**src/sv/sba_pkg.sv**
```systemverilog
// Shared types, constants and helpers for the shared-buffer admission block.
package sba_pkg;

  localparam int NUM_QUEUES = 4;
  localparam int QIDX_W     = $clog2(NUM_QUEUES);
  localparam int QCNT_W     = $clog2(NUM_QUEUES + 1);

  localparam int ALPHA_W    = 20;
  localparam int DIVR_W     = 40;
  localparam int DEQ_W      = 48;
  localparam int RATE_W     = 17;
  localparam int DVD_W      = 64;
  localparam int QUO_W      = 32;
  localparam int STEP_W     = $clog2(QUO_W);
  localparam int CFG_IDX_W  = 3;
  localparam int CFG_DATA_W = 40;

  localparam logic [QUO_W-1:0]  LIMIT_CAP = 32'd4294965795;
  localparam logic [RATE_W-1:0] RATE_ONE  = 17'd65536;
  localparam logic [DEQ_W-1:0]  DEQ_MAX   = '1;

  localparam logic [1:0] ACT_ARRIVE  = 2'd0;
  localparam logic [1:0] ACT_DEQUEUE = 2'd1;
  localparam logic [1:0] ACT_TICK    = 2'd2;

  localparam logic [1:0] MODE_DT  = 2'd0;
  localparam logic [1:0] MODE_ABM = 2'd1;
  localparam logic [1:0] MODE_CS  = 2'd2;

  localparam logic [CFG_IDX_W-1:0] CFG_MODE        = 3'd0;
  localparam logic [CFG_IDX_W-1:0] CFG_ALPHA_Q0    = 3'd1;
  localparam logic [CFG_IDX_W-1:0] CFG_ALPHA_Q1    = 3'd2;
  localparam logic [CFG_IDX_W-1:0] CFG_ALPHA_Q2    = 3'd3;
  localparam logic [CFG_IDX_W-1:0] CFG_ALPHA_Q3    = 3'd4;
  localparam logic [CFG_IDX_W-1:0] CFG_ALPHA_UNSCH = 3'd5;
  localparam logic [CFG_IDX_W-1:0] CFG_RATE_DIV    = 3'd6;
  localparam logic [CFG_IDX_W-1:0] CFG_QUEUE_CNT   = 3'd7;

  typedef struct packed {
    logic [1:0]              mode;
    logic [3:0][ALPHA_W-1:0] alpha;
    logic [ALPHA_W-1:0]      alpha_unsched;
    logic [DIVR_W-1:0]       rate_divisor;
    logic [2:0]              queue_count;
  } cfg_t;

  typedef struct packed {
    logic              start;
    logic [DVD_W-1:0]  dividend;
    logic [DIVR_W-1:0] divisor;
  } div_req_t;

  typedef struct packed {
    logic             busy;
    logic             done;
    logic             over;
    logic [QUO_W-1:0] quot;
  } div_res_t;

  function automatic logic [QIDX_W-1:0] clamp_queue(input logic [1:0] qi);
    if (int'(qi) >= NUM_QUEUES) return QIDX_W'(NUM_QUEUES - 1);
    return QIDX_W'(qi);
  endfunction

endpackage

```
**src/sv/sba_div.sv**
```systemverilog
// Shared restoring divider, one quotient bit per cycle, with quotient overflow flag.
module sba_div (
  input  logic              clk,
  input  logic              rst_n,
  input  sba_pkg::div_req_t req,
  output sba_pkg::div_res_t res
);

  logic                        busy_r, busy_nxt;
  logic                        done_r, done_nxt;
  logic                        over_r, over_nxt;
  logic [sba_pkg::STEP_W-1:0]  cnt_r, cnt_nxt;
  logic [sba_pkg::DIVR_W-1:0]  rem_r, rem_nxt;
  logic [sba_pkg::DIVR_W-1:0]  dvs_r, dvs_nxt;
  logic [sba_pkg::QUO_W-1:0]   lo_r, lo_nxt;
  logic [sba_pkg::DIVR_W:0]    trial;
  logic [sba_pkg::DIVR_W:0]    diff;
  logic                        ge;
  logic [sba_pkg::DIVR_W-1:0]  hi_part;

  assign hi_part = sba_pkg::DIVR_W'(req.dividend[sba_pkg::DVD_W-1:sba_pkg::QUO_W]);
  assign trial   = {rem_r, lo_r[sba_pkg::QUO_W-1]};
  assign diff    = trial - {1'b0, dvs_r};
  assign ge      = trial >= {1'b0, dvs_r};

  always_comb begin
    busy_nxt = busy_r;
    done_nxt = 1'b0;
    over_nxt = over_r;
    cnt_nxt  = cnt_r;
    rem_nxt  = rem_r;
    dvs_nxt  = dvs_r;
    lo_nxt   = lo_r;
    if (req.start) begin
      dvs_nxt  = req.divisor;
      rem_nxt  = hi_part;
      lo_nxt   = req.dividend[sba_pkg::QUO_W-1:0];
      cnt_nxt  = '0;
      over_nxt = hi_part >= req.divisor;
      busy_nxt = !(hi_part >= req.divisor);
      done_nxt = hi_part >= req.divisor;
    end else if (busy_r) begin
      rem_nxt = ge ? diff[sba_pkg::DIVR_W-1:0] : trial[sba_pkg::DIVR_W-1:0];
      lo_nxt  = {lo_r[sba_pkg::QUO_W-2:0], ge};
      cnt_nxt = cnt_r + 1'b1;
      if (cnt_r == sba_pkg::STEP_W'(sba_pkg::QUO_W - 1)) begin
        busy_nxt = 1'b0;
        done_nxt = 1'b1;
      end
    end
  end

  always_ff @(posedge clk) begin
    if (!rst_n) begin
      busy_r <= 1'b0;
      done_r <= 1'b0;
      over_r <= 1'b0;
      cnt_r  <= '0;
    end else begin
      busy_r <= busy_nxt;
      done_r <= done_nxt;
      over_r <= over_nxt;
      cnt_r  <= cnt_nxt;
    end
  end

  always_ff @(posedge clk) begin
    rem_r <= rem_nxt;
    dvs_r <= dvs_nxt;
    lo_r  <= lo_nxt;
  end

  assign res.busy = busy_r;
  assign res.done = done_r;
  assign res.over = over_r;
  assign res.quot = lo_r;

endmodule
```
**config.mk**
```make
export PLATFORM = sky130hd
export DESIGN_NAME = sba_div
export DESIGN_NICKNAME = d
export VERILOG_FILES = /design/src/sv/sba_pkg.sv /design/src/sv/sba_div.sv
export SDC_FILE = /design/constraint.sdc
export NUM_CORES = 1
export LEC_CHECK = 0
export BUFFER_PORTS_ARGS = -buffer_cell sky130_fd_sc_hd__buf_2
export CAP_MARGIN = 5
export CORE_ASPECT_RATIO = 1.1
export CORE_MARGIN = 4
export CORE_UTILIZATION = 57
export DETAILED_ROUTE_END_ITERATION = 16
export PLACE_DENSITY = 0.81
export SLEW_MARGIN = 25
export SYNTH_ARGS = -nofsm -noshare
export SYNTH_HDL_FRONTEND = slang
export SYNTH_SLANG_ARGS = --single-unit
```
**constraint.sdc**
```tcl
create_clock -name clk -period 3.71 [get_ports clk]
set_input_delay 0.9275 -clock clk [delete_from_list [all_inputs] [get_ports clk]]
set_output_delay 0.9275 -clock clk [all_outputs]
set_load 0.05 [all_outputs]
```
---- Yosys cells after proc, flatten, opt, wreduce, memory -nomap -nowiden ----
Cells that the tools add are included.
storage, ports and cells
  output and inout port bits .............. 35
  input port bits ......................... 107
  register bits ........................... 120
  logic and storage cells ................. 28
operators by class
  mux-type cells .......................... 11
  $add $sub $neg .......................... 2
  $lt $le $gt $ge ......................... 2
  equality and inequality tests ........... 1
  bitwise operators ....................... 1
  reduce and logical (&&, ||, !) cells .... 3
operators by type and width
  kind                                         number
  2-to-1 mux 32 bit                            4
  >= comparator 41 x 40 -> 1 bit               1
  >= comparator 32 x 40 -> 1 bit               1
  2-to-1 mux 40 bit                            1
  subtractor 40 bit                            1
  2-to-1 mux 1 bit                             6
  adder 5 x 1 -> 5 bit, second input constant  1
  equality test 5 bit, second input constant   1
  nonzero test 2 bit                           1
  OR reduction 2 bit                           1
  zero test 1 bit                              1
  NOT 1 bit                                    1

---- Longest topological paths before layout ----
Gate-level depths: netlist (run 1).
  depth after elaboration ................. 4
  gate-level depth with buffers ........... 14

---- Worst setup path after synthesis (run 1) ----
No wires, ideal clock.
  path kind ............................... register to register
  from .................................... register lo_r[31] (netlist name)
  to ...................................... register rem_r[28] (netlist name) (data pin)
  arrival time ............................ 2.808 ns
  setup time .............................. 0.260 ns
  setup slack ............................. 0.642 ns
  stages on the path, launching flop included .. 13
  buffers on the path ..................... 0
  cell sequence ........................... edfxtp_1 > inv_1 > ha_1 > fa_1 > nand2b_1 > a211oi_1 > nor2_1 > o21a_1 > o31ai_4 > a221oi_2 > xor2_1 > a21oi_1 > mux2_2
on the way
  longest elaborated chain between the ends .. 4
  elaborated cells between the ends (all ways) .. 5
  those cells by class .................... 1 x add/sub; 1 x order compare; 3 x mux
RTL lines
  element                                                              line                          text
  start: declaration                                                   sba_div.sv:15                 logic [sba_pkg::QUO_W-1:0] lo_r, lo_nxt;
  start signal: assignment                                             sba_div.sv:70                 lo_r <= lo_nxt;
  subtractor 40 bit or >= comparator 41 x 40 -> 1 bit (tied branches)  sba_div.sv:23, sba_div.sv:24
  2-to-1 mux 40 bit (*)                                                sba_div.sv:43                 rem_nxt = ge ? diff[sba_pkg::DIVR_W-1:0] : trial[sba_pkg::DIVR_W-1:0];
  2-to-1 mux 32 bit (*)                                                sba_div.sv:42                 end else if (busy_r) begin
  2-to-1 mux 32 bit (*)                                                sba_div.sv:34                 if (req.start) begin
  net rem_nxt, one bit                                                 sba_div.sv:13                 logic [sba_pkg::DIVR_W-1:0] rem_r, rem_nxt;
  end signal: assignment                                               sba_div.sv:68                 rem_r <= rem_nxt;
  end: declaration                                                     sba_div.sv:13
The timed path passes the listed nets; every way through them passes the cells marked *. The select of a mux whose other input is x is not followed.
A chain may end at the register's enable or synchronous reset.

---- Worst setup path after layout (run 1) ----
  from .................................... register rem_r[14] (netlist name)
  to ...................................... register rem_r[11] (netlist name) (data pin)
on the way
  longest elaborated chain between the ends .. 4
RTL lines
  element                         line           text
  >= comparator 41 x 40 -> 1 bit  sba_div.sv:24  assign ge = trial >= {1'b0, dvs_r};
  2-to-1 mux 40 bit               sba_div.sv:43
  2-to-1 mux 32 bit               sba_div.sv:42
  2-to-1 mux 32 bit               sba_div.sv:34
  net rem_nxt, one bit            sba_div.sv:13
The timed path passes the listed nets, and every way through them passes these cells. The select of a mux whose other input is x is not followed.

==> run metrics, run 1 <==
Fill cells=1087; initial antenna violation count=0; Simple-Gate Fraction of Synth Area=0.120; Worst Path Class, Setup=reg2reg; vias after detailed routing=6703; Sink Count=120; multiplexer share of the synthesized area=0.0875; worst min-delay path category=reg2reg; Detailed Routing Iterations Pass 1=6; fin nets=1153; Worst setup EP type=register; Cells after Synth=835; aggregate global routing overflow=0; LEAKAGE=0.00432 µW; Slew Limit Headroom=0.487; Achievable Freq=313 MHz; CTS tree=built; DP HPWL=15200 µm; I/O pins=142; Clk pin slew, worst setup/hold paths=0.06 ns; Post-Synth Adder-Cell Area=0.115; crit path launch type=register; CP Buf/Inv Count=1; H-Tree Depth=4; Final Skew=0.00871 ns; drc violations=0; CP Max Fanout=15; post-cts resize count=0; ys async rst share=0; Area Overhead vs Synth=17.4%; Starting Density=0.589; most frequent cells in the layout=140 x buf_2, 104 x edfxtp_1, 90 x inv_1; GPL Wtd Cong=0.917; largest net degree at the start of global routing=61; Setup Buffers After CTS=0; syn_area_per_cell=9.89 µm²; Compound-Gate Fraction of Synth Area=0.158; largest family of logic cells by synthesized area=compound AO/OA/AOI/OAI gates; Primary FF master, synth=edfxtp_1; FP Rows=45; synthesized area=8260 µm²; sequential cell area fraction in the yosys report=0.417; CP Data Arrival Time=3.36 ns; vias per inst=5.72; Port Buffers=141; Pwr Density=532 nW/µm²; vias in the first global route=6651; Die Span X=123 µm; global-route usage over all layers=0.244; placeable core area=14000 µm²; Final WS setup=0.512 ns; Yosys cell types=66; critical path required time=3.88 ns; status=finished, final reports clean; Post-synth EDFFs=104; initial drt markers=535; CTS max path bufs=2; crit-path leading delay family=compound AO/OA/AOI/OAI gates; Final period util=0.862; WL/cell=17.0 µm; final setup TNS=0 ns; most common cell after layout, fill and taps aside=buf_2; Syn Nets=1017; fraction of layout cells with a size suffix above 1=0.254; fin crit period=3.20 ns; Critical Path Most Common Cell=a21oi_1; global-route wire length before repair=31700 µm; post-route ant nets=0; crit-path max cell delay=0.49 ns; Hold Fails Final Rpt=0; worst vdd ir=406 µV; Inserted Diodes=0; Critical Path Slowest Stage Cell=ha_1; Die Y-Extent=134 µm; Post-CTS Hold Buffers=0; drt total wl=19900 µm; Yosys warnings=0; post-synthesis register bit count=120; post-synthesis xor/xnor area fraction=0.0392; CTS Buf Count=17; clk root buf=clkbuf_16; RSZ-0062 raised after global routing=false; clk_lat worst skew=0.42 ns; Slew Limit Fails=0; Worst Max-Slew Pin Slew=0.770 ns; worst path cell trace=ha_1, nand2_1, o211ai_1, a21oi_1, nor4_2, a21oi_2, o21ai_4, buf_4, a21oi_1, mux2_2; Post-Place Setup Slack=0.362 ns; max cap viols=0; final setup fails=0; die area=16500 µm²
[through the flow]
step	instances	hold slack (ns)	instance area [µm²]	total power, µW	util
2_1_floorplan	835	0.464	8260	3060	-
3_3_place_gp	1140	0.480	9100	3430	0.649
3_5_place_dp	1140	0.499	9100	3460	0.649
4_1_cts	1171	0.507	9700	5170	0.692
5_1_grt	1171	0.533	9700	5430	0.692
6_report	1171	0.508	9700	5160	0.692
[sequential cells by signal, indices dropped and copies added (netlist names)]
| signal | flops |
|---|---|
| done_r | 1 |
| busy_r | 1 |
| lo_r | 32 |
| dvs_r | 40 |
| cnt_r | 5 |
| rem_r | 40 |
| over_r | 1 |
[worst paths after layout]
path | startpoint | to | slack [ns] | cells past startpoint
min | rem_r[38] | rem_r[38] | 0.51 | 2
max | rem_r[14] | rem_r[11] | 0.51 | 10
min reg2reg | rem_r[38] | rem_r[38] | 0.51 | 2
max reg2reg | rem_r[14] | rem_r[11] | 0.51 | 10
[Yosys cell counts, drive strengths merged, types with 3 or more instances]
| master | instances | area share |
|---|---|---|
| xor2 | 15 | 0.016 |
| mux2i | 7 | 0.0085 |
| nor3 | 12 | 0.0073 |
| mux2 | 58 | 0.079 |
| ha | 74 | 0.11 |
| buf | 17 | 0.014 |
| xnor2 | 22 | 0.023 |
| a21o | 18 | 0.016 |
| o21ai | 45 | 0.029 |
| nand2 | 55 | 0.025 |
| clkbuf | 18 | 0.0083 |
| or3 | 5 | 0.0038 |
| edfxtp | 104 | 0.38 |
| nand4 | 15 | 0.011 |
| a31oi | 6 | 0.0045 |
| a211oi | 10 | 0.010 |
| o211ai | 9 | 0.0082 |
| dfxtp | 16 | 0.039 |
| nand3 | 14 | 0.0085 |
| inv | 92 | 0.042 |
| a21oi | 82 | 0.051 |
| and3 | 6 | 0.0045 |
| o21bai | 9 | 0.0082 |
| nor2b | 11 | 0.0083 |
| nand2b | 9 | 0.0068 |
| nand3b | 3 | 0.0027 |
| nor2 | 63 | 0.029 |
| a311oi | 3 | 0.0032 |
| nor4 | 5 | 0.0045 |
[cell families (layout without fill, tap and decap cells)]
kind of cell	Yosys count	count (layout)
fa+ha+maj	75	75
compound gates	204	204
buf+inv	127	275
flops	120	120
mux	65	65
xor+xnor	37	37
simple gates	207	207
[layer usage]
layer,track usage,up-vias,part of all wire
met2,0.416,241,0.50
met1,0.296,3132,0.41
met5,0,-,0
li1,-,3300,-
met4,0.0890,0,0.020
met3,0.0628,30,0.074
[power by group]
part           switching [µW]  leakage [µW]  internal [µW]
combinational            1050       0.00286            676
sequential               81.8       0.00116           1660
clock                     579      0.000288           1110
[final cells by class]
type,count,area [µm²],share of cell area
clock inverters,11,155,0.0160
repair buffers,152,791,0.0816
well taps,188,235,0.0243
multi-input cells,588,4290,0.442
clock buffers,20,437,0.0450
flip-flops and latches,120,3440,0.355
inverters,92,345,0.0356
[worst reg2reg max path, cell delays in order (launching register included)]
cell and delay (ns):
edfxtp_1 0.42, ha_1 0.49, nand2_1 0.13, o211ai_1 0.19, a21oi_1 0.14, nor4_2 0.32, a21oi_2 0.15, o21ai_4 0.44
buf_4 0.31, a21oi_1 0.10, mux2_2 0.27
No activity file was read; power rests on OpenSTA's default activity.
==> run 2, diff against run 1 <==
--- a/config.mk
+++ b/config.mk
@@ -9,9 +9,10 @@
 export CAP_MARGIN = 5
 export CORE_ASPECT_RATIO = 1.1
 export CORE_MARGIN = 4
-export CORE_UTILIZATION = 57
+export CORE_UTILIZATION = 60
+export CTS_CLUSTER_SIZE = 14
 export DETAILED_ROUTE_END_ITERATION = 16
-export PLACE_DENSITY = 0.81
+export PLACE_DENSITY = 0.85
 export SLEW_MARGIN = 25
 export SYNTH_ARGS = -nofsm -noshare
 export SYNTH_HDL_FRONTEND = slang
==> constraint.sdc (replaced) <==
create_clock -name clk -period 4 [get_ports clk]
set_input_delay 1 -clock clk [delete_from_list [all_inputs] [get_ports clk]]
set_output_delay 1 -clock clk [all_outputs]
set_load 0.05 [all_outputs]
==> run 2 against run 1 <==
- sequential share of layout area is 0.13 points higher
- clock skew is 0.00093 ns lower
- cell count is 0.60% lower
- final area is 0.37% lower
- sequential power is 7% lower
- sequential cell count stayed put
- critical endpoint is now rem_r[20]
- largest power group unchanged
==> run metrics, run 2 (synthesis results as in run 1) <==
area occupied by multi-input gates=4290 µm² (unchanged); clk root buf=clkbuf_16 (unchanged); post-cts resize count=0 (unchanged); FP Rows=44 (was 45); Achievable Freq=303 MHz (was 313 MHz); CTS max path bufs=2 (unchanged); Port Buffers=141 (unchanged); vias after detailed routing=6716 (was 6703); initial antenna violation count=0 (unchanged); fin nets=1149 (was 1153); Worst Max-Slew Pin Slew=0.750 ns (was 0.770 ns); CTS Buf Count=17 (unchanged); placeable core area=13300 µm² (was 14000 µm²); Inserted Diodes=0 (unchanged); Critical Path Most Common Cell=a21oi_1 (unchanged); final setup fails=0 (unchanged); Pwr Density=488 nW/µm² (was 532 nW/µm²); most frequent cells in the layout=140 x buf_2, 104 x edfxtp_1, 90 x inv_1 (unchanged); CTS tree=built (unchanged); RSZ-0062 raised after global routing=false (unchanged); WL/cell=17.2 µm (was 17.0 µm); CP Data Arrival Time=3.47 ns (was 3.36 ns); worst vdd ir=337 µV (was 406 µV); biggest regs=dvs_r x40, rem_r x40, lo_r x32 (unchanged); CP Max Fanout=22 (was 15); crit-path leading delay family=compound AO/OA/AOI/OAI gates (unchanged); H-Tree Depth=4 (unchanged); Fill cells=1008 (was 1087); initial drt markers=463 (was 535); drt total wl=20000 µm (was 19900 µm); clk_lat worst skew=0.42 ns (about the same); final setup TNS=0 ns (unchanged); DP HPWL=15000 µm (was 15200 µm); max cap viols=0 (unchanged); GPL Wtd Cong=0.899 (was 0.917); aggregate global routing overflow=0 (unchanged); fraction of layout cells with a size suffix above 1=0.255 (was 0.254); drc violations=0 (unchanged); Final period util=0.826 (was 0.862); Die Y-Extent=131 µm (was 134 µm); Hold Fails Final Rpt=0 (unchanged); largest net degree at the start of global routing=48 (was 61); global-route usage over all layers=0.260 (was 0.244); global-route wire length before repair=32500 µm (was 31700 µm); Critical Path Slowest Stage Cell=o21ai_4 (was ha_1); Worst Path Class, Setup=reg2reg (unchanged); I/O pins=142 (unchanged); fin crit period=3.30 ns (was 3.20 ns); worst min-delay path category=reg2reg (unchanged); Post-CTS Hold Buffers=0 (unchanged); register area=3440 µm² (unchanged); Worst setup EP type=register (unchanged); Starting Density=0.620 (was 0.589); vias per inst=5.77 (was 5.72); critical path required time=4.17 ns (was 3.88 ns); Sink Count=120 (unchanged); Setup Buffers After CTS=0 (unchanged); crit-path max cell delay=0.53 ns (was 0.49 ns); vias in the first global route=6697 (was 6651); Detailed Routing Iterations Pass 1=5 (was 6); Clk pin slew, worst setup/hold paths=0.06 ns (about the same); Post-Place Setup Slack=0.573 ns (was 0.362 ns); status=finished, final reports clean (unchanged); Die Span X=120 µm (was 123 µm); worst path cell trace=ha_1, nand2_1, o211ai_1, a21oi_1, nor4_2, a21oi_2, o21ai_4, buf_4, a21oi_1, mux2_2 (unchanged); most common cell after layout, fill and taps aside=buf_2 (unchanged); die area=15700 µm² (was 16500 µm²); CP Buf/Inv Count=1 (unchanged); crit path launch type=register (unchanged); post-route ant nets=0 (unchanged); Area Overhead vs Synth=16.9% (was 17.4%); Final Skew=0.00778 ns (was 0.00871 ns); Slew Limit Fails=0 (unchanged); Final WS setup=0.698 ns (was 0.512 ns); LEAKAGE=0.00429 µW (was 0.00432 µW); Slew Limit Headroom=0.495 (was 0.487)
[run 2: changes by cell type in the layout (fill, tap and decap cells not counted), sizes merged]
cell,change
inv,+2
clkbuf,-3
buf,-4
bufinv,-2
clkinvlp,+2
clkinv,+2
[run 2: path summary, 6_finish.rpt]
kind | from | endpoint | depth (start not counted) | slack, ns
worst min register to register | rem_r[32] | rem_r[33] | 2 | 0.51
worst max register to register | rem_r[14] | rem_r[20] | 10 | 0.70
worst min-delay path | rem_r[32] | rem_r[33] | 2 | 0.51
worst max-delay path | rem_r[14] | rem_r[20] | 10 | 0.70
[run 2: final cells by class]
| type | count | share of cell area |
|---|---|---|
| multi-input cells | 588 | 0.444 |
| flip-flops and latches | 120 | 0.356 |
| repair buffers | 148 | 0.0801 |
| clock inverters | 15 | 0.0158 |
| clock buffers | 17 | 0.0440 |
| well taps | 184 | 0.0238 |
| inverters | 92 | 0.0358 |
[run 2: power by group]
part           switching (µW)  internal [µW]
combinational             979            622
sequential               73.6           1540
clock                     590            915
total                    1640           3080
[run 2: worst min-delay path, stage by stage (launching register included)]
cell and delay, ns:
dfxtp_1 0.32, nand2_1 0.06, a311oi_1 0.08
[run 2: through the flow]
step           std cells  hold WS [ns]   util  total power (µW)  instance area, µm²
2_1_floorplan        835         0.464      -              2840                8260
3_3_place_gp        1132         0.478  0.682              3170                9080
3_5_place_dp        1132         0.491  0.682              3200                9080
4_1_cts             1164         0.505  0.725              4710                9660
5_1_grt             1164         0.520  0.725              4970                9660
6_report            1164         0.506  0.725              4720                9660
[run 2: layer usage]
metal,wire [µm],GRT usage,vias to the layer above
met2,10200,0.467,237
met3,1280,0.0742,20
met5,0,0,-
li1,-,-,3292
met4,241,0.0701,0
met1,8270,0.309,3167
