File: src/sv/sba_pkg.sv
// Shared types, constants and helpers for the shared-buffer admission block.
package sba_pkg;

  localparam int NUM_QUEUES = 4;
  localparam int QIDX_W     = $clog2(NUM_QUEUES);
  localparam int QCNT_W     = $clog2(NUM_QUEUES + 1);

  localparam int ALPHA_W    = 20;
  localparam int DIVR_W     = 40;
  localparam int DEQ_W      = 48;
  localparam int RATE_W     = 17;
  localparam int DVD_W      = 64;
  localparam int QUO_W      = 32;
  localparam int STEP_W     = $clog2(QUO_W);
  localparam int CFG_IDX_W  = 3;
  localparam int CFG_DATA_W = 40;

  localparam logic [QUO_W-1:0]  LIMIT_CAP = 32'd4294965795;
  localparam logic [RATE_W-1:0] RATE_ONE  = 17'd65536;
  localparam logic [DEQ_W-1:0]  DEQ_MAX   = '1;

  localparam logic [1:0] ACT_ARRIVE  = 2'd0;
  localparam logic [1:0] ACT_DEQUEUE = 2'd1;
  localparam logic [1:0] ACT_TICK    = 2'd2;

  localparam logic [1:0] MODE_DT  = 2'd0;
  localparam logic [1:0] MODE_ABM = 2'd1;
  localparam logic [1:0] MODE_CS  = 2'd2;

  localparam logic [CFG_IDX_W-1:0] CFG_MODE        = 3'd0;
  localparam logic [CFG_IDX_W-1:0] CFG_ALPHA_Q0    = 3'd1;
  localparam logic [CFG_IDX_W-1:0] CFG_ALPHA_Q1    = 3'd2;
  localparam logic [CFG_IDX_W-1:0] CFG_ALPHA_Q2    = 3'd3;
  localparam logic [CFG_IDX_W-1:0] CFG_ALPHA_Q3    = 3'd4;
  localparam logic [CFG_IDX_W-1:0] CFG_ALPHA_UNSCH = 3'd5;
  localparam logic [CFG_IDX_W-1:0] CFG_RATE_DIV    = 3'd6;
  localparam logic [CFG_IDX_W-1:0] CFG_QUEUE_CNT   = 3'd7;

  typedef struct packed {
    logic [1:0]              mode;
    logic [3:0][ALPHA_W-1:0] alpha;
    logic [ALPHA_W-1:0]      alpha_unsched;
    logic [DIVR_W-1:0]       rate_divisor;
    logic [2:0]              queue_count;
  } cfg_t;

  typedef struct packed {
    logic              start;
    logic [DVD_W-1:0]  dividend;
    logic [DIVR_W-1:0] divisor;
  } div_req_t;

  typedef struct packed {
    logic             busy;
    logic             done;
    logic             over;
    logic [QUO_W-1:0] quot;
  } div_res_t;

  function automatic logic [QIDX_W-1:0] clamp_queue(input logic [1:0] qi);
    if (int'(qi) >= NUM_QUEUES) return QIDX_W'(NUM_QUEUES - 1);
    return QIDX_W'(qi);
  endfunction

endpackage

File: src/sv/sba_cfg.sv
// Configuration register bank for the shared-buffer admission block.
module sba_cfg (
  input  logic                            clk,
  input  logic                            rst_n,
  input  logic                            cfg_valid,
  output logic                            cfg_ready,
  input  logic [sba_pkg::CFG_IDX_W-1:0]   cfg_index,
  input  logic [sba_pkg::CFG_DATA_W-1:0]  cfg_data,
  output sba_pkg::cfg_t                   cfg
);

  sba_pkg::cfg_t cfg_r;
  sba_pkg::cfg_t cfg_nxt;

  assign cfg_ready = 1'b1;
  assign cfg       = cfg_r;

  always_comb begin
    cfg_nxt = cfg_r;
    if (cfg_valid) begin
      unique case (cfg_index)
        sba_pkg::CFG_MODE:        cfg_nxt.mode          = cfg_data[1:0];
        sba_pkg::CFG_ALPHA_Q0:    cfg_nxt.alpha[0]      = cfg_data[sba_pkg::ALPHA_W-1:0];
        sba_pkg::CFG_ALPHA_Q1:    cfg_nxt.alpha[1]      = cfg_data[sba_pkg::ALPHA_W-1:0];
        sba_pkg::CFG_ALPHA_Q2:    cfg_nxt.alpha[2]      = cfg_data[sba_pkg::ALPHA_W-1:0];
        sba_pkg::CFG_ALPHA_Q3:    cfg_nxt.alpha[3]      = cfg_data[sba_pkg::ALPHA_W-1:0];
        sba_pkg::CFG_ALPHA_UNSCH: cfg_nxt.alpha_unsched = cfg_data[sba_pkg::ALPHA_W-1:0];
        sba_pkg::CFG_RATE_DIV:    cfg_nxt.rate_divisor  = cfg_data[sba_pkg::DIVR_W-1:0];
        sba_pkg::CFG_QUEUE_CNT:   cfg_nxt.queue_count   = cfg_data[2:0];
        default: ;
      endcase
    end
  end

  always_ff @(posedge clk) begin
    if (!rst_n) begin
      cfg_r.mode          <= sba_pkg::MODE_DT;
      cfg_r.alpha         <= {4{20'd256}};
      cfg_r.alpha_unsched <= 20'd262144;
      cfg_r.rate_divisor  <= 40'd300000;
      cfg_r.queue_count   <= 3'd2;
    end else begin
      cfg_r <= cfg_nxt;
    end
  end

endmodule

File: config.mk
export PLATFORM = sky130hd
export DESIGN_NAME = sba_cfg
export DESIGN_NICKNAME = d
export VERILOG_FILES = /design/src/sv/sba_pkg.sv /design/src/sv/sba_cfg.sv
export SDC_FILE = /design/constraint.sdc
export NUM_CORES = 1
export LEC_CHECK = 0
export CAP_MARGIN = 25
export CORE_MARGIN = 2
export CORE_UTILIZATION = 56
export DETAILED_ROUTE_END_ITERATION = 6
export DONT_BUFFER_PORTS = 1
export GPL_TIMING_DRIVEN = 0
export PLACE_DENSITY = 0.74
export SETUP_SLACK_MARGIN = 0.2
export SLEW_MARGIN = 20
export SYNTH_ARGS = -nofsm -noshare
export SYNTH_HDL_FRONTEND = slang
export SYNTH_SLANG_ARGS = --single-unit
export TNS_END_PERCENT = 10
File: constraint.sdc
create_clock -name clk -period 1.2 [get_ports clk]
set_input_delay 0.24 -clock clk [delete_from_list [all_inputs] [get_ports clk]]
set_output_delay 0.24 -clock clk [all_outputs]
set_load 0.005 [all_outputs]
Yosys cells after proc, flatten, opt, wreduce, memory -nomap -nowiden
Index checks and enable logic that the tools add are counted.
{"block": "word_totals", "input_bits": 46, "ramBits": 0, "output_inout_bits": 146, "romBits": 0, "word_cells": 24, "latchBits": 0, "register_bits": 145, "memories": 0}
{"block": "op_classes", "n_mux": 0, "order_cmp": 0, "n_bitwise": 0, "div": 0, "eq_ne": 7, "n_shift": 0, "multipliers": 0, "n_reduce_logical": 9, "addsub": 0}
{"op": "2-bit AND reduction", "n": 8}
{"op": "3-bit == test (second input constant)", "n": 4}
{"op": "3-bit by 2-bit == test with 1-bit output (second input constant)", "n": 2}
{"op": "3-bit by 1-bit == test with 1-bit output (second input constant)", "n": 1}
{"op": "3-bit zero test", "n": 1}

Logic depth before layout (Yosys ltp)
Gate-level depths: netlist of the first run.
{"block": "depth", "depth_word": 2, "ltp_mapped": 5, "depth_no_buf": 2}

Worst setup path before layout of the first run
OpenSTA, ideal clock, no wires.
{"block": "synth_path", "kind": "input -> register", "from": "input cfg_valid", "to": "register cfg_r (netlist bit cfg[22])", "required_ns": 1.128, "setup_ns": 0.072, "arrival_time_ns": 1.059, "path_buffers": 3, "path_stages": 5, "setup_slack_ns": 0.069, "cell_sequence": "buf_2 > and4b_1 > buf_6 > buf_12 > mux2i_1"}
{"block": "synth_via", "elab_chain_cells": 1}
{"item": "start: declaration", "line_no": "sba_cfg.sv:5", "rtl": "input logic cfg_valid,"}
{"item": "2-bit AND reduction (no source line)"}
{"item": "end signal: assignment", "line_no": "sba_cfg.sv:43", "rtl": "cfg_r <= cfg_nxt;"}
{"item": "end: declaration", "line_no": "sba_cfg.sv:12", "rtl": "sba_pkg::cfg_t cfg_r;"}
No other way between the ends.
A chain may end at the register's enable or synchronous reset.

Worst setup path after layout of the first run
{"block": "layout_path", "from": "register cfg_r (netlist bit cfg[99])", "to": "output cfg[99] in the netlist's numbering"}
{"item": "end: declaration", "line_no": "sba_cfg.sv:9", "rtl": "output sba_pkg::cfg_t cfg"}
No word-level cell between the ends.

==> run_results.csv, run 1 <==
group,metric,value,unit
timing,setup_ws,80.8,ps
pwr,vdd_drop_max,0.000923,V
timing,slew-limit-headroom,56.0,%
finish,antennaDiodeCount,0,
die,ios,192,
routing,wl_met1,5.93,mm
logic_synthesis,ys.flop_type,"dfxtp_1",
placement,placedCellCount,668,
logic_synthesis,postSynthCellCount,535,
timing,finalHoldViolations,0,
finish,final_core_util,69.4,%
finish,nFillCells,716,
logic_synthesis,avgSynthCellArea,10.3,um^2
timing,setup_viol,0,
logic_synthesis,ys_ff_latch,145,
timing,tightest_slew,660,ps
worst_hold_path,min_path_type,"input port to flip-flop",
worst_setup_path,cp_data_required_time,960,ps
worst_setup_path,r2r_slack,530,ps
die,rows,36,
grt,track_usage,26.8,%
routing,wl_per_cell,20.0,um
timing,finalSetupTns,0,ps
timing,rsz0062_at_grt,"true",
clock_network,cts_tree,"yes",
die,initial_utilization,57.0,%
logic_synthesis,synth-edff-count,0,
grt,grt_pass1_wl,21.3,mm
routing,ant_nets,0,
timing,maxSlewViolCount,0,
finish,finalNonFillerCells,734,
routing,vias,4025,
placement,preCtsSetupSlack,-188,ps
routing,top_layer_used,"met4",
grt,grt_pass1_vias,4012,
worst_setup_path,critPathArrivalTime,880,ps
timing,finalCriticalPeriod,1120,ps
timing,finClkSkew,0,ps
placement,place_hpwl,9.98,mm
logic_synthesis,async_reset_ff_share,0,%
die,die_y,103,um
die,die-area,10700,um^2
finish,nNetsFinal,634,
clock_network,clk_latency,520,ps
clock_network,cts_buffers,17,
grt,antenna_found_initial,0,
routing,drt_pass1_iterations,4,
pwr,leakage,3.04,nW
clock_network,cts-root-buf,"clkbuf_8",
outcome,status,"finished clean",
routing,drc_errors,0,
finish,area_delta_synth_final,21.8,%
flow_run,cap_violations,0,
worst_setup_path,crit_type,"flip-flop to output pin",
worst_setup_path,rr_endpoint,"cfg[91]$_SDFFE_PN1P_",
logic_synthesis,yosysSeqAreaShare,52.6,%
clock_network,clk_pin_slew,60,ps
finish,drive_above_1_share,26.1,%
routing,wl_met2,7.33,mm
worst_setup_path,critPathCapture,"cfg[99]",
die,core,9680,um^2
routing,finalWirelength,14.7,mm
worst_setup_path,worstPathMaxFanout,2,
clock_network,clk_path_buf_depth,2,
worst_setup_path,start_kind,"flip-flop",
routing,wl_met3,1.26,mm
timing,period_share,93.3,%
finish,largest_register_ffs,145,
logic_synthesis,syn_area,5520,um^2
worst_setup_path,crit_start,"cfg[99]$_SDFFE_PN0P_",
worst_setup_path,rr_worst_depth,2,
die,fp.dieW,103,um
worst_hold_path,hold_depth,2,
routing,via_per_inst,5.48,
logic_synthesis,yosysWarningCount,0,
worst_setup_path,path_depth,0,
worst_setup_path,end_kind,"output pin",
worst_setup_path,rr_startpoint,"cfg[91]$_SDFFE_PN1P_",
logic_synthesis,ys_types,17,
placement,port-buffer-count,0,
clock_network,postCtsSetupRepairBufs,0,
pwr,power.density_cell_area,1590,nW/um^2
placement,place_congestion,0.769,
clock_network,clock-sinks,145,
routing,drt-initial-drc-count,95,
clock_network,cts_max_level,4,
grt,grt-ovfl-total,0,
logic_synthesis,syn_nets,581,
grt,grt_max_degree,17,
timing,fmax,0.893,GHz
==> synth_stat cells (2+ instances only) <==
cell	instances	area share (%)
buf_2	15	1.4
buf_12	2	0.73
clkbuf_1	13	0.88
dfxtp_1	145	53
and4b_1	2	0.36
buf_4	3	0.41
nand4bb_1	2	0.41
buf_6	7	1.4
nor2b_1	23	2.6
nand4b_1	2	0.32
mux2i_1	145	26
nand2_1	171	12
==> area by class of cell <==
cell class	count	area [um^2]	share of cell area [%]
timing repair buffer	34	340	5.06
buffer	40	272	4.04
clock buffer	20	435	6.48
multi-input combinational	350	2350	35.0
sequential	145	3030	45.0
clock inverter	12	134	1.99
tap	133	166	2.48
==> cells by family after synthesis <==
kind of cell | count (synthesis) | synth area share (%)
DFF | 145 | 52.6
muxes | 145 | 26.3
other | 1 | 0.0680
and+or+nand+nor | 204 | 16.2
buffers and inverters | 40 | 4.81
==> metal layers <==
metal	track usage, %	up-vias
li1	-	1878
met4	9.21	0
met2	46.5	172
met3	9.88	20
met5	0	-
met1	30.6	1955
==> cells in the final DEF (no fill, tap or decap) <==
cell           synthesis  routed
nand2_1              171     171
mux2i_1              145     145
dfxtp_2                0      98
dfxtp_1              145      47
dlygate4sd3_1          0      34
nor2b_1               23      23
clkbuf_16              0      16
clkbuf_1              13      15
buf_2                 15      14
buf_6                  7       6
buf_4                  3       4
clkinv_2               0       3
clkinv_4               0       3
nand4bb_1              2       2
nand4b_1               2       2
and4b_1                2       2
buf_12                 2       2
clkbuf_8               0       2
clkinvlp_4             0       2
inv_6                  0       2
bufinv_16              0       2
buf_8                  0       1
and4bb_1               1       1
nand4b_2               1       1
nand4_1                1       1
nor4b_2                1       1
conb_1                 1       1
==> how the worst min path moves through the flow <==
stage                 startpoint                     to  slack [ps]
floorplan           cfg_data[20]   cfg[23]$_SDFFE_PN0P_         380
global placement    cfg_data[32]   cfg[35]$_SDFFE_PN0P_         390
global route        cfg_data[11]  cfg[114]$_SDFFE_PN0P_          20
CTS                  cfg_data[4]  cfg[127]$_SDFFE_PN0P_           2
detailed placement  cfg_data[24]   cfg[27]$_SDFFE_PN0P_         390
finish               cfg_data[4]  cfg[127]$_SDFFE_PN0P_          10
==> per-stage QoR <==
step | hold slack (ps) | cell area, um^2 | total power [mW]
after floorplan | 382 | 5520 | 5.48
after global placement | 386 | 5690 | 5.62
after detailed placement | 392 | 5690 | 5.64
after CTS | 1.92 | 6700 | 10.7
after global routing | 22.1 | 6720 | 11.0
final | 9.86 | 6720 | 10.7
==> report_power, final <==
part	internal, mW	leakage (nW)	total (mW)	switching, mW
Sequential	4.94	1.21	5.03	0.0904
Combinational	0.263	1.55	0.621	0.358
Clock	3.02	0.276	5.05	2.03
==> repair_timing <==
action / in CTS / in global routing
endpoints found under the hold margin: 90 / 0
gates resized for setup: 83 / 15
hold buffers: 34 / 0
endpoints found under the setup margin: 145 / 145
pin swaps: 0 / 0
No activity file was read; power rests on OpenSTA's default activity.
==> inputs of run 2 (changes only) <==
- CORE_MARGIN: 2 -> 1
==> run_results.csv, run 2 (synthesis results as in run 1) <==
group,metric,value,unit
timing,finalHoldViolations,0,
timing,finalCriticalPeriod,1120,ps
worst_setup_path,critPathArrivalTime,880,ps
routing,drt-initial-drc-count,131,
clock_network,clk_latency,510,ps
timing,period_share,93.0,%
finish,mostFrequentLayoutCells,"nand2_1 (171), mux2i_1 (145), dfxtp_2 (116)",
routing,finalWirelength,14.6,mm
die,core,9370,um^2
finish,final_core_util,71.5,%
die,rows,35,
worst_setup_path,cp_data_required_time,960,ps
routing,drt_pass1_iterations,6,
finish,drive_above_1_share,29.5,%
routing,wl_met2,7.29,mm
clock_network,cts_buffers,17,
die,die_y,101,um
clock_network,cts-root-buf,"clkbuf_8",
worst_setup_path,end_kind,"output pin",
placement,port-buffer-count,0,
placement,placedCellCount,664,
pwr,leakage,3.03,nW
grt,antenna_found_initial,0,
routing,via_per_inst,5.50,
finish,nNetsFinal,632,
clock_network,cts_max_level,4,
finish,finalNonFillerCells,728,
grt,grt_pass1_wl,21.6,mm
die,ios,192,
clock_network,clock-sinks,145,
clock_network,clk_pin_slew,70,ps
worst_setup_path,crit_type,"flip-flop to output pin",
pwr,power.density_cell_area,1560,nW/um^2
finish,largest_register_ffs,145,
clock_network,clk_path_buf_depth,2,
timing,rsz0062_at_grt,"true",
flow_run,cap_violations,0,
routing,top_layer_used,"met4",
placement,place_hpwl,9.82,mm
worst_hold_path,min_path_type,"input port to flip-flop",
routing,ant_nets,0,
finish,final-seq-area,3050,um^2
routing,wl_per_cell,20.1,um
finish,nFillCells,697,
grt,grt_max_degree,17,
outcome,status,"finished clean",
timing,fmax,0.896,GHz
grt,track_usage,28.6,%
pwr,vdd_drop_max,0.000782,V
grt,grt_pass1_vias,4108,
timing,finClkSkew,0,ps
routing,wl_met1,5.77,mm
timing,setup_viol,0,
clock_network,postCtsSetupRepairBufs,0,
timing,maxSlewViolCount,0,
timing,hold_ws,15.2,ps
timing,slew-limit-headroom,57.1,%
die,initial_utilization,58.9,%
placement,place_congestion,0.775,
finish,area_delta_synth_final,21.4,%
worst_setup_path,start_kind,"flip-flop",
routing,vias,4003,
die,fp.dieW,101,um
routing,wl_met3,1.30,mm
worst_setup_path,worstPathMaxFanout,2,
routing,drc_errors,0,
finish,antennaDiodeCount,0,
timing,tightest_slew,643,ps
finish,final_common_cell,"nand2_1",
die,die-area,10300,um^2
clock_network,cts_tree,"yes",
finish,multiInputGateArea,2350,um^2
grt,grt-ovfl-total,0,
run 2: cell types whose count changed in the layout (fill, tap and decap cells not counted):
cell,change
clkinv_4,-1
inv_8,+3
clkinvlp_4,-1
inv_6,+3
dlygate4sd3_1,-2
clkbuf_1,-2
dfxtp_1,-18
dfxtp_2,+18
bufinv_16,-2
run 2: metrics by stage:
step / setup WS, ps / cell area (um^2) / power, mW / setup TNS, ps
global route: 54.9 / 6700 / 10.8 / 0
detailed placement: -147 / 5690 / 5.64 / -7180
finish: 83.8 / 6700 / 10.5 / 0
CTS: 71.6 / 6680 / 10.5 / 0
floorplan: 75.8 / 5520 / 5.48 / 0
global placement: -116 / 5690 / 5.62 / -3420
run 2: power breakdown:
group	switching [mW]	internal, mW
registers	0.0905	4.94
logic	0.356	0.259
clock network	2.17	2.66
total	2.62	7.86
run 2: path summary, 6_finish.rpt:
path | start | end | slack [ps] | cells after the start
setup / recovery | cfg[72]$_SDFFE_PN0P_ | cfg[72] | 80 | 0
hold / removal | cfg_data[4] | cfg[7]$_SDFFE_PN0P_ | 20 | 2
setup reg to reg | cfg[117]$_SDFFE_PN0P_ | cfg[117]$_SDFFE_PN0P_ | 460 | 2
hold reg to reg | cfg[35]$_SDFFE_PN0P_ | cfg[35]$_SDFFE_PN0P_ | 470 | 2
run 2: area by class of cell:
type / instances / area share, %
sequential: 145 / 45.5
multi-input combinational: 350 / 35.1
clock buffer: 18 / 6.39
timing repair buffer: 32 / 4.78
buffer: 40 / 4.05
tap: 129 / 2.41
clock inverter: 14 / 1.76
run 2: repair_timing:
action,CTS,global route
endpoints found under the hold margin,67,0
gates cloned,0,0
setup endpoints to repair,145,145
hold buffers,32,0
pin swaps,0,0
gates resized for setup,104,12
run 2: metal layers:
| layer | vias up | GRT usage, % |
|---|---|---|
| met4 | 0 | 12.5 |
| met1 | 1933 | 32.1 |
| li1 | 1865 | - |
| met3 | 20 | 10.3 |
| met5 | - | 0 |
| met2 | 185 | 49.0 |
==> inputs of run 3 (changes only) <==
- REMOVE_ABC_BUFFERS: unset -> 1
==> run_results.csv, run 3 (synthesis results as in run 1) <==
group,metric,value,unit
timing,finalCriticalPeriod,1100,ps
die,die-area,10300,um^2
die,fp.dieW,101,um
flow_run,cap_violations,0,
die,die_y,101,um
clock_network,cts_max_level,4,
worst_setup_path,worstPathMaxFanout,2,
grt,grt_max_degree,195,
routing,ant_nets,0,
timing,period_share,91.4,%
finish,final_common_cell,"nand2_1",
grt,grt_pass1_wl,19.2,mm
grt,antenna_found_initial,0,
grt,track_usage,24.7,%
clock_network,cts-root-buf,"clkbuf_8",
grt,grt-ovfl-total,0,
timing,fmax,0.912,GHz
clock_network,postCtsSetupRepairBufs,0,
placement,place_congestion,0.663,
pwr,vdd_drop_max,0.00109,V
finish,design_area,6590,um^2
worst_setup_path,start_kind,"flip-flop",
placement,placedCellCount,632,
clock_network,clk_path_buf_depth,2,
worst_setup_path,crit_type,"flip-flop to output pin",
routing,vias,3734,
finish,area_delta_synth_final,19.4,%
grt,grt_pass1_vias,3752,
clock_network,clk_pin_slew,60,ps
finish,finalNonFillerCells,691,
timing,maxSlewViolCount,0,
finish,nNetsFinal,597,
timing,rsz0062_at_grt,"true",
routing,via_per_inst,5.40,
die,ios,192,
worst_setup_path,end_kind,"output pin",
pwr,power,10.5,mW
timing,setup_ws,103,ps
die,core,9370,um^2
worst_setup_path,critPathArrivalTime,860,ps
clock_network,clock-sinks,145,
timing,slew-limit-headroom,52.7,%
timing,finalHoldViolations,13,
timing,hold_ws,-118,ps
routing,finalWirelength,12.6,mm
routing,wl_per_cell,18.2,um
timing,tightest_slew,707,ps
placement,placed_area,5580,um^2
finish,antennaDiodeCount,0,
worst_setup_path,cp_data_required_time,960,ps
outcome,violations,"negative hold slack",
clock_network,cts_tree,"yes",
worst_hold_path,min_path_type,"input port to flip-flop",
clock_network,clk_latency,500,ps
timing,setup_viol,0,
clock_network,hold_buffers,29,
pwr,leakage,2.96,nW
clock_network,cts_buffers,17,
finish,largest_register_ffs,145,
placement,preCtsSetupSlack,-317,ps
timing,finClkSkew,0,ps
routing,drc_errors,0,
placement,port-buffer-count,0,
outcome,status,"finished, violations left",
finish,drive_above_1_share,29.2,%
pwr,power.density_cell_area,1590,nW/um^2
finish,mostFrequentLayoutCells,"nand2_1 (171), mux2i_1 (145), dfxtp_2 (123)",
routing,drt_pass1_iterations,4,
die,rows,35,
routing,drt-initial-drc-count,139,
die,initial_utilization,58.9,%
placement,place_hpwl,8.01,mm
## run 3: changes by cell type in the layout (fill, tap and decap cells not counted), moves of 3 or more
cell / before / now
buf_16: 0 / 3
clkbuf_1: 13 / 3
dlygate4sd3_1: 32 / 29
dfxtp_2: 116 / 123
bufinv_16: 0 / 3
buf_6: 6 / 2
buf_2: 14 / 0
inv_8: 3 / 0
dfxtp_1: 29 / 22
inv_6: 5 / 0
buf_4: 4 / 0
## run 3: metal layers
| layer | vias to the layer above | global-route usage, % | wire length [um] |
|---|---|---|---|
| li1 | 1795 | - | - |
| met5 | - | 0 | 0 |
| met2 | 128 | 42.2 | 6200 |
| met4 | 0 | 11.0 | 263 |
| met1 | 1787 | 28.6 | 5300 |
| met3 | 24 | 7.59 | 834 |
## run 3: path summary, 6_finish.rpt
path | slack (ps) | cells past startpoint | to | startpoint
setup / recovery | 100 | 0 | cfg[55] | cfg[55]$_SDFFE_PN0P_
hold / removal | -120 | 2 | cfg[38]$_SDFFE_PN0P_ | rst_n
setup reg to reg | 520 | 2 | cfg[37]$_SDFFE_PN0P_ | cfg[37]$_SDFFE_PN0P_
hold reg to reg | 470 | 2 | cfg[22]$_SDFFE_PN0P_ | cfg[22]$_SDFFE_PN0P_
## run 3: final cells by class
cell class	instances	area (um^2)
clock buffers	20	425
flip-flops and latches	145	3060
fillers	702	2780
clock inverters	10	139
repair buffers	37	445
well taps	129	161
multi-input cells	350	2360
## run 3: timing repair
item / in CTS / in global routing
setup endpoints to repair: 145 / 156
cloned: 0 / 0
gates resized for setup: 94 / 29
hold endpoints to repair: 145 / 133
## run 3: metrics by stage
stage	utilization, %	setup TNS (ps)
6_report	70.3	0
5_1_grt	70.3	0
4_1_cts	69.9	0
3_5_place_dp	59.5	-11770
3_3_place_gp	57.8	-114910
2_1_floorplan	-	-47040
## run 3: power by group
part / leakage [nW] / switching, mW / internal (mW)
registers: 1.22 / 0.0879 / 4.94
clock network: 0.275 / 1.90 / 3.14
logic: 1.46 / 0.206 / 0.228
total: 2.96 / 2.19 / 8.31
